`src/hw/rtl/jtfe_pkg.sv`:
```
// Shared types, operation codes and constants for the job table EFT estimator.
`timescale 1ns / 1ps
package jtfe_pkg;

  typedef struct packed {
    logic [2:0]  command;
    logic [15:0] job_id;
    logic [31:0] est_time;
    logic [31:0] now_ms;
  } item_t;

  typedef struct packed {
    logic [2:0]  status;
    logic [15:0] out_job_id;
    logic [1:0]  job_state;
    logic [31:0] out_est_time;
    logic [31:0] out_start_time;
    logic [39:0] eft;
    logic [7:0]  active_count;
    logic        last;
  } result_t;

  localparam logic [2:0] CMD_ADD    = 3'd0;
  localparam logic [2:0] CMD_START  = 3'd1;
  localparam logic [2:0] CMD_FINISH = 3'd2;
  localparam logic [2:0] CMD_DELETE = 3'd3;
  localparam logic [2:0] CMD_LIST   = 3'd4;
  localparam logic [2:0] CMD_EST    = 3'd5;

  localparam logic [2:0] ST_OK        = 3'd0;
  localparam logic [2:0] ST_NOT_FOUND = 3'd1;
  localparam logic [2:0] ST_TBL_FULL  = 3'd2;
  localparam logic [2:0] ST_Q_FULL    = 3'd3;
  localparam logic [2:0] ST_NO_ACTIVE = 3'd4;

  localparam logic [1:0] JS_WAITING  = 2'd0;
  localparam logic [1:0] JS_RUNNING  = 2'd1;
  localparam logic [1:0] JS_FINISHED = 2'd2;

  localparam logic [4:0] OP_NONE      = 5'd0;
  localparam logic [4:0] OP_LOAD      = 5'd1;
  localparam logic [4:0] OP_SCAN      = 5'd2;
  localparam logic [4:0] OP_ADD       = 5'd3;
  localparam logic [4:0] OP_START_SET = 5'd4;
  localparam logic [4:0] OP_CMP_STEP  = 5'd5;
  localparam logic [4:0] OP_CMP_END   = 5'd6;
  localparam logic [4:0] OP_FINISH    = 5'd7;
  localparam logic [4:0] OP_DELETE    = 5'd8;
  localparam logic [4:0] OP_LIST_INIT = 5'd9;
  localparam logic [4:0] OP_LIST_STEP = 5'd10;
  localparam logic [4:0] OP_LIST_END  = 5'd11;
  localparam logic [4:0] OP_EST_INIT  = 5'd12;
  localparam logic [4:0] OP_RUN_LATCH = 5'd13;
  localparam logic [4:0] OP_EI_INC    = 5'd14;
  localparam logic [4:0] OP_VAL       = 5'd15;
  localparam logic [4:0] OP_MIN_INIT  = 5'd16;
  localparam logic [4:0] OP_MIN_STEP  = 5'd17;
  localparam logic [4:0] OP_ACCUM     = 5'd18;
  localparam logic [4:0] OP_WAIT_INIT = 5'd19;
  localparam logic [4:0] OP_WAIT_KEY  = 5'd20;
  localparam logic [4:0] OP_WAIT_HIT  = 5'd21;
  localparam logic [4:0] OP_FI_INC    = 5'd22;
  localparam logic [4:0] OP_RESP      = 5'd23;
  localparam logic [4:0] OP_RESP_EFT  = 5'd24;

  // reciprocal of ten: (x * RECIP10) >> 35 is x / 10 for any 32-bit x
  localparam logic [31:0] RECIP10 = 32'hCCCC_CCCD;
  localparam int unsigned RECIP10_SHIFT = 35;
  localparam logic [39:0] EFT_LIMIT = 40'hFF_FFFF_FFFF;
  localparam logic [7:0]  ACTIVE_LIMIT = 8'd255;

  typedef struct packed {
    logic [4:0] op;
    logic [2:0] code;
  } dp_cmd_t;

  typedef struct packed {
    logic [2:0] cmd;
    logic       scan_done;
    logic       scan_hit;
    logic       table_full;
    logic       fifo_full;
    logic       ent_end;
    logic       ent_running;
    logic       fifo_end;
    logic       min_end;
    logic       list_stop;
  } dp_stat_t;

endpackage

```
`src/hw/rtl/jtfe_ctrl.sv`:
```
// Controller: sequences datapath operations for each command.
`timescale 1ns / 1ps
module jtfe_ctrl import jtfe_pkg::*; (
  input  logic     clk,
  input  logic     rst,
  input  logic     start,
  input  dp_stat_t stat,
  output dp_cmd_t  cmd,
  output logic     busy
);

  localparam logic [3:0] S_IDLE   = 4'd0;
  localparam logic [3:0] S_DECODE = 4'd1;
  localparam logic [3:0] S_SCAN   = 4'd2;
  localparam logic [3:0] S_CMP    = 4'd3;
  localparam logic [3:0] S_RESP   = 4'd4;
  localparam logic [3:0] S_LIST   = 4'd5;
  localparam logic [3:0] S_RUN    = 4'd6;
  localparam logic [3:0] S_VAL    = 4'd7;
  localparam logic [3:0] S_MIN0   = 4'd8;
  localparam logic [3:0] S_MIN    = 4'd9;
  localparam logic [3:0] S_WAIT   = 4'd10;
  localparam logic [3:0] S_WSCAN  = 4'd11;

  localparam logic [1:0] PH_RUN   = 2'd0;
  localparam logic [1:0] PH_WAIT  = 2'd1;
  localparam logic [1:0] PH_FINAL = 2'd2;

  logic [3:0] state, state_next;
  logic [1:0] phase, phase_next;

  assign busy = (state != S_IDLE);

  always_ff @(posedge clk) begin
    if (rst) begin
      state <= S_IDLE;
      phase <= PH_RUN;
    end else begin
      state <= state_next;
      phase <= phase_next;
    end
  end

  always_comb begin
    state_next = state;
    phase_next = phase;
    cmd.op     = OP_NONE;
    cmd.code   = ST_OK;
    case (state)
      S_IDLE: begin
        if (start) begin
          cmd.op     = OP_LOAD;
          state_next = S_DECODE;
        end
      end
      S_DECODE: begin
        case (stat.cmd)
          CMD_ADD, CMD_START, CMD_FINISH, CMD_DELETE: state_next = S_SCAN;
          CMD_LIST: begin
            cmd.op     = OP_LIST_INIT;
            state_next = S_LIST;
          end
          CMD_EST: begin
            cmd.op     = OP_EST_INIT;
            phase_next = PH_RUN;
            state_next = S_RUN;
          end
          default: begin
            cmd.op     = OP_RESP;
            state_next = S_IDLE;
          end
        endcase
      end
      S_SCAN: begin
        if (!stat.scan_done) begin
          cmd.op = OP_SCAN;
        end else if (stat.cmd == CMD_ADD) begin
          if (!stat.scan_hit && stat.table_full) begin
            cmd.op     = OP_RESP;
            cmd.code   = ST_TBL_FULL;
            state_next = S_IDLE;
          end else if (stat.fifo_full) begin
            cmd.op     = OP_RESP;
            cmd.code   = ST_Q_FULL;
            state_next = S_IDLE;
          end else begin
            cmd.op     = OP_ADD;
            state_next = S_RESP;
          end
        end else if (!stat.scan_hit) begin
          cmd.op     = OP_RESP;
          cmd.code   = ST_NOT_FOUND;
          state_next = S_IDLE;
        end else if (stat.cmd == CMD_START) begin
          cmd.op     = OP_START_SET;
          state_next = S_CMP;
        end else if (stat.cmd == CMD_FINISH) begin
          cmd.op     = OP_FINISH;
          state_next = S_RESP;
        end else begin
          cmd.op     = OP_DELETE;
          state_next = S_RESP;
        end
      end
      S_CMP: begin
        if (stat.fifo_end) begin
          cmd.op     = OP_CMP_END;
          state_next = S_RESP;
        end else begin
          cmd.op = OP_CMP_STEP;
        end
      end
      S_RESP: begin
        cmd.op     = OP_RESP;
        state_next = S_IDLE;
      end
      S_LIST: begin
        if (stat.list_stop) begin
          cmd.op     = OP_LIST_END;
          state_next = S_IDLE;
        end else begin
          cmd.op = OP_LIST_STEP;
        end
      end
      S_RUN: begin
        if (stat.ent_end) begin
          cmd.op     = OP_WAIT_INIT;
          phase_next = PH_WAIT;
          state_next = S_WAIT;
        end else if (stat.ent_running) begin
          cmd.op     = OP_RUN_LATCH;
          state_next = S_VAL;
        end else begin
          cmd.op = OP_EI_INC;
        end
      end
      S_VAL: begin
        cmd.op     = OP_VAL;
        state_next = S_MIN0;
      end
      S_MIN0: begin
        cmd.op     = OP_MIN_INIT;
        state_next = S_MIN;
      end
      S_MIN: begin
        if (!stat.min_end) begin
          cmd.op = OP_MIN_STEP;
        end else if (phase == PH_FINAL) begin
          cmd.op     = OP_RESP_EFT;
          state_next = S_IDLE;
        end else begin
          cmd.op     = OP_ACCUM;
          state_next = (phase == PH_RUN) ? S_RUN : S_WAIT;
        end
      end
      S_WAIT: begin
        if (stat.fifo_end) begin
          phase_next = PH_FINAL;
          state_next = S_MIN0;
        end else begin
          cmd.op     = OP_WAIT_KEY;
          state_next = S_WSCAN;
        end
      end
      S_WSCAN: begin
        if (!stat.scan_done) begin
          cmd.op = OP_SCAN;
        end else if (stat.scan_hit) begin
          cmd.op     = OP_WAIT_HIT;
          state_next = S_MIN0;
        end else begin
          cmd.op     = OP_FI_INC;
          state_next = S_WAIT;
        end
      end
      default: state_next = S_IDLE;
    endcase
  end

endmodule

```
`config.mk`:
```
export PLATFORM = sky130hd
export DESIGN_NAME = jtfe_ctrl
export DESIGN_NICKNAME = d
export VERILOG_FILES = /design/src/hw/rtl/jtfe_pkg.sv /design/src/hw/rtl/jtfe_ctrl.sv
export SDC_FILE = /design/constraint.sdc
export NUM_CORES = 1
export LEC_CHECK = 0
export BUFFER_PORTS_ARGS = -buffer_cell sky130_fd_sc_hd__buf_2
export CORE_MARGIN = 4
export CORE_UTILIZATION = 55
export DETAILED_ROUTE_END_ITERATION = 10
export PLACE_DENSITY = 0.81
export SETUP_SLACK_MARGIN = 0.2
export SLEW_MARGIN = 15
export SYNTH_ARGS = -nofsm -noshare
export SYNTH_HDL_FRONTEND = slang
export SYNTH_SLANG_ARGS = --single-unit
```
`constraint.sdc`:
```
create_clock -name clk -period 2.45 [get_ports clk]
set_input_delay 0.245 -clock clk [delete_from_list [all_inputs] [get_ports clk]]
set_output_delay 0.245 -clock clk [all_outputs]
set_load 0.02 [all_outputs]
```
==> impl_results.md <==
* Leading area contributor after synthesis: dfxtp_1
* Max-slew violations at 0
* Min-delay src: rst
* Antenna violations before repair at 0
* Crit path capture type: output port
* Top_reg_cell synth: dfxtp_1
* Top-count cell post-synth: a21oi_1
* Final net count at 196
* Synth Instances at roughly 160
* CTS tree: yes
* Maximum root-to-sink buffer count at 2
* Crit Path Max Fanout at 12
* Internal power component at 322 uW
* EDFF count, synth at 0
* Clock slew at reported path FFs at about 50 ps
* Initial Util at 60.7%
* Clock power frac at 14.6%
* Logic gate share of total power at 63.2%
* DR DRC count at 0
* Layout cells sized above 1 at approximately a fifth
* DR vias at 1373
* DRT Pass-1 Iters at 5
* Fin Clk Skew at 6.50 ps
* Max-cap violation count at 0
* Largest net degree at the start of global routing at 18
* Slew HR at 65.4%
* Min-delay worst type: in2reg
* Die area at 2770 sq um
* R2R cell count at 6
* Final design utilization at 67.4%
* DP Worst Slack at 500 ps
* Reg2reg start: state[0]
* H-tree Lvls at 1
* Commonest cells post-synth: a21oi_1, nand2_1, nor2b_1, nor2_1, o21ai_0
* Worst-Margin Slew at 519 ps
* Max Freq at 0.449 GHz
* Post-DR wirelength/cell at 16.1 um
* Initial DRC Count at about 110
* Final ANT Viol Nets at 0
* FF+latch area at 121 sq um
* Leading post-synthesis cells by cell area: dfxtp_1, nor2b_1, a21oi_1
* Count of input and output buffers at 22
* Mapped Area at 1090 sq um
* Pwr dens at 508 nW/um^2
* Static Leak at around 0.46 nW
* Cts bufs inserted at 3
* Die height at approximately 53 um
* # diodes at 0
* CP required at 2200 ps
* Total grt overflow at 0
* Post-synth top area share at 11.0%
* Core Region at 1800 sq um
* Fin crit share at between 90% and 100%
* Root buf cell: clkbuf_4
* Clock sinks at 6
* First-pass GRT wire length at 5230 um
* Area Growth Syn to Fin at 11.0%
* Syn Area/Cell at 6.75 sq um
* Netlist cell types at 49
* Final setup TNS at 0 ps
* Run status: finished clean
* Vias in the first global route at 1097
* Worst Hold End: state[3]
* Gr usage total at 25.3%
* Hold path depth at 2
* Placed insts at 200
* NetSw at 294 uW
* Synth Net Count at 177
* Synth warnings at 0
* Synth async-reset ratio at 0%
* Rows at 15
* Final setup fails at 0
* Via density per instance at between 6 and 7
* Seq pwr share at around 22%
* WL final at roughly 3300 um
* Synth Register Bits at 6
* Sw frac at approximately 48%
* Reg2reg end: state[2]
* Crit path time final at 2230 ps
* Crit path launch type: flip-flop
* Hold buffers post-CTS at 0
* RSZ-0062 raised after global routing: yes
* Critical path arrival at 1980 ps
* Clk_lat worst skew at 240 ps
* Register area share after synthesis at 11.0%
* Dpl hpwl at 2540 um
* Finished Layout Cells at between 200 and 250
* Area occupied by multi-input gates at 857 sq um
* R2R setup slack at between 500 and 600 ps
* Fill cell count at 166
* Worst Hold Margin at approximately 250 ps
* Ports at 24
* Post-route worst setup slack at 221 ps
* GP Congestion at 1.04
* Die W at 52.6 um
* Peak supply drop at 0.340 mV
* Hold Fails Final Rpt at 0
* Kind of critical path: reg2out
worst max-delay path by stage:
stage	slack [ps]	startpoint	endpoint
floorplan	750	state[0]	cmd[7]
global placement	550	state[2]	cmd[7]
detailed placement	500	state[3]	cmd[7]
CTS	230	state[3]	cmd[7]
global route	110	state[2]	cmd[6]
finish	220	state[2]	cmd[7]
metal layers:
layer  vias up  global-route usage (%)  part of all wire, %
met5         -                       0                    0
met2       103                    40.3                   45
met4         0                    5.53                  2.5
met1       613                    34.6                   40
met3        13                    5.41                   12
li1        644                       -                    -
flip-flops by register name, summed over array words and instances (netlist names):
name   cells
state      4
phase      2
area by class of cell:
type                    count  share of cell area (%)
inverters                   3                   0.928
clock buffers               3                    1.86
flip-flops and latches      6                    10.0
multi-input cells         137                    70.6
well taps                  25                    2.58
repair buffers             30                    14.0
power groups by stage:
| stage | Combinational (mW) | Clock [mW] | Sequential (mW) |
|---|---|---|---|
| floorplan | 0.306 | 0 | 0.115 |
| CTS | 0.380 | 0.0950 | 0.136 |
| finish | 0.390 | 0.0898 | 0.137 |
| global placement | 0.377 | 0 | 0.139 |
| detailed placement | 0.378 | 0 | 0.139 |
| global route | 0.426 | 0.102 | 0.140 |
cell usage in the layout (no fill, tap or decap), drive strengths merged, types with 4 or more instances in the layout:
cell / n
buf: 30
nand4: 4
nand2: 14
nor2b: 14
a31oi: 5
dfxtp: 6
nand4b: 5
nor3: 4
nor2: 13
nand2b: 7
o21ai: 12
nor3b: 4
a21oi: 17
through the flow:
step,cell area (sq um),total power [mW]
final,1210,0.617
after detailed placement,1180,0.517
after global routing,1210,0.668
after CTS,1200,0.612
after floorplan,1090,0.421
after global placement,1180,0.516
logic make-up after synthesis:
group / count (synthesis) / share of synthesized area (%)
AND/OR/NAND/NOR: 79 / 43.0
AO/OA/AOI/OAI: 55 / 33.3
buffers and inverters: 19 / 10.6
flip-flops: 6 / 11.0
XOR/XNOR: 1 / 0.801
multiplexers: 1 / 0.915
other: 1 / 0.343
timing repair:
item                       4_1_cts  5_1_grt
setup endpoints to repair        0        3
resized for setup                0        1
setup buffers                    0        1
critical path, stage by stage, from the launching register on:
cell,delay (ps)
dfxtp_1,640
nand2_1,190
or4_1,490
o2111a_1,160
o21ai_0,70
buf_2,190
(Power assumes the default switching activity.)
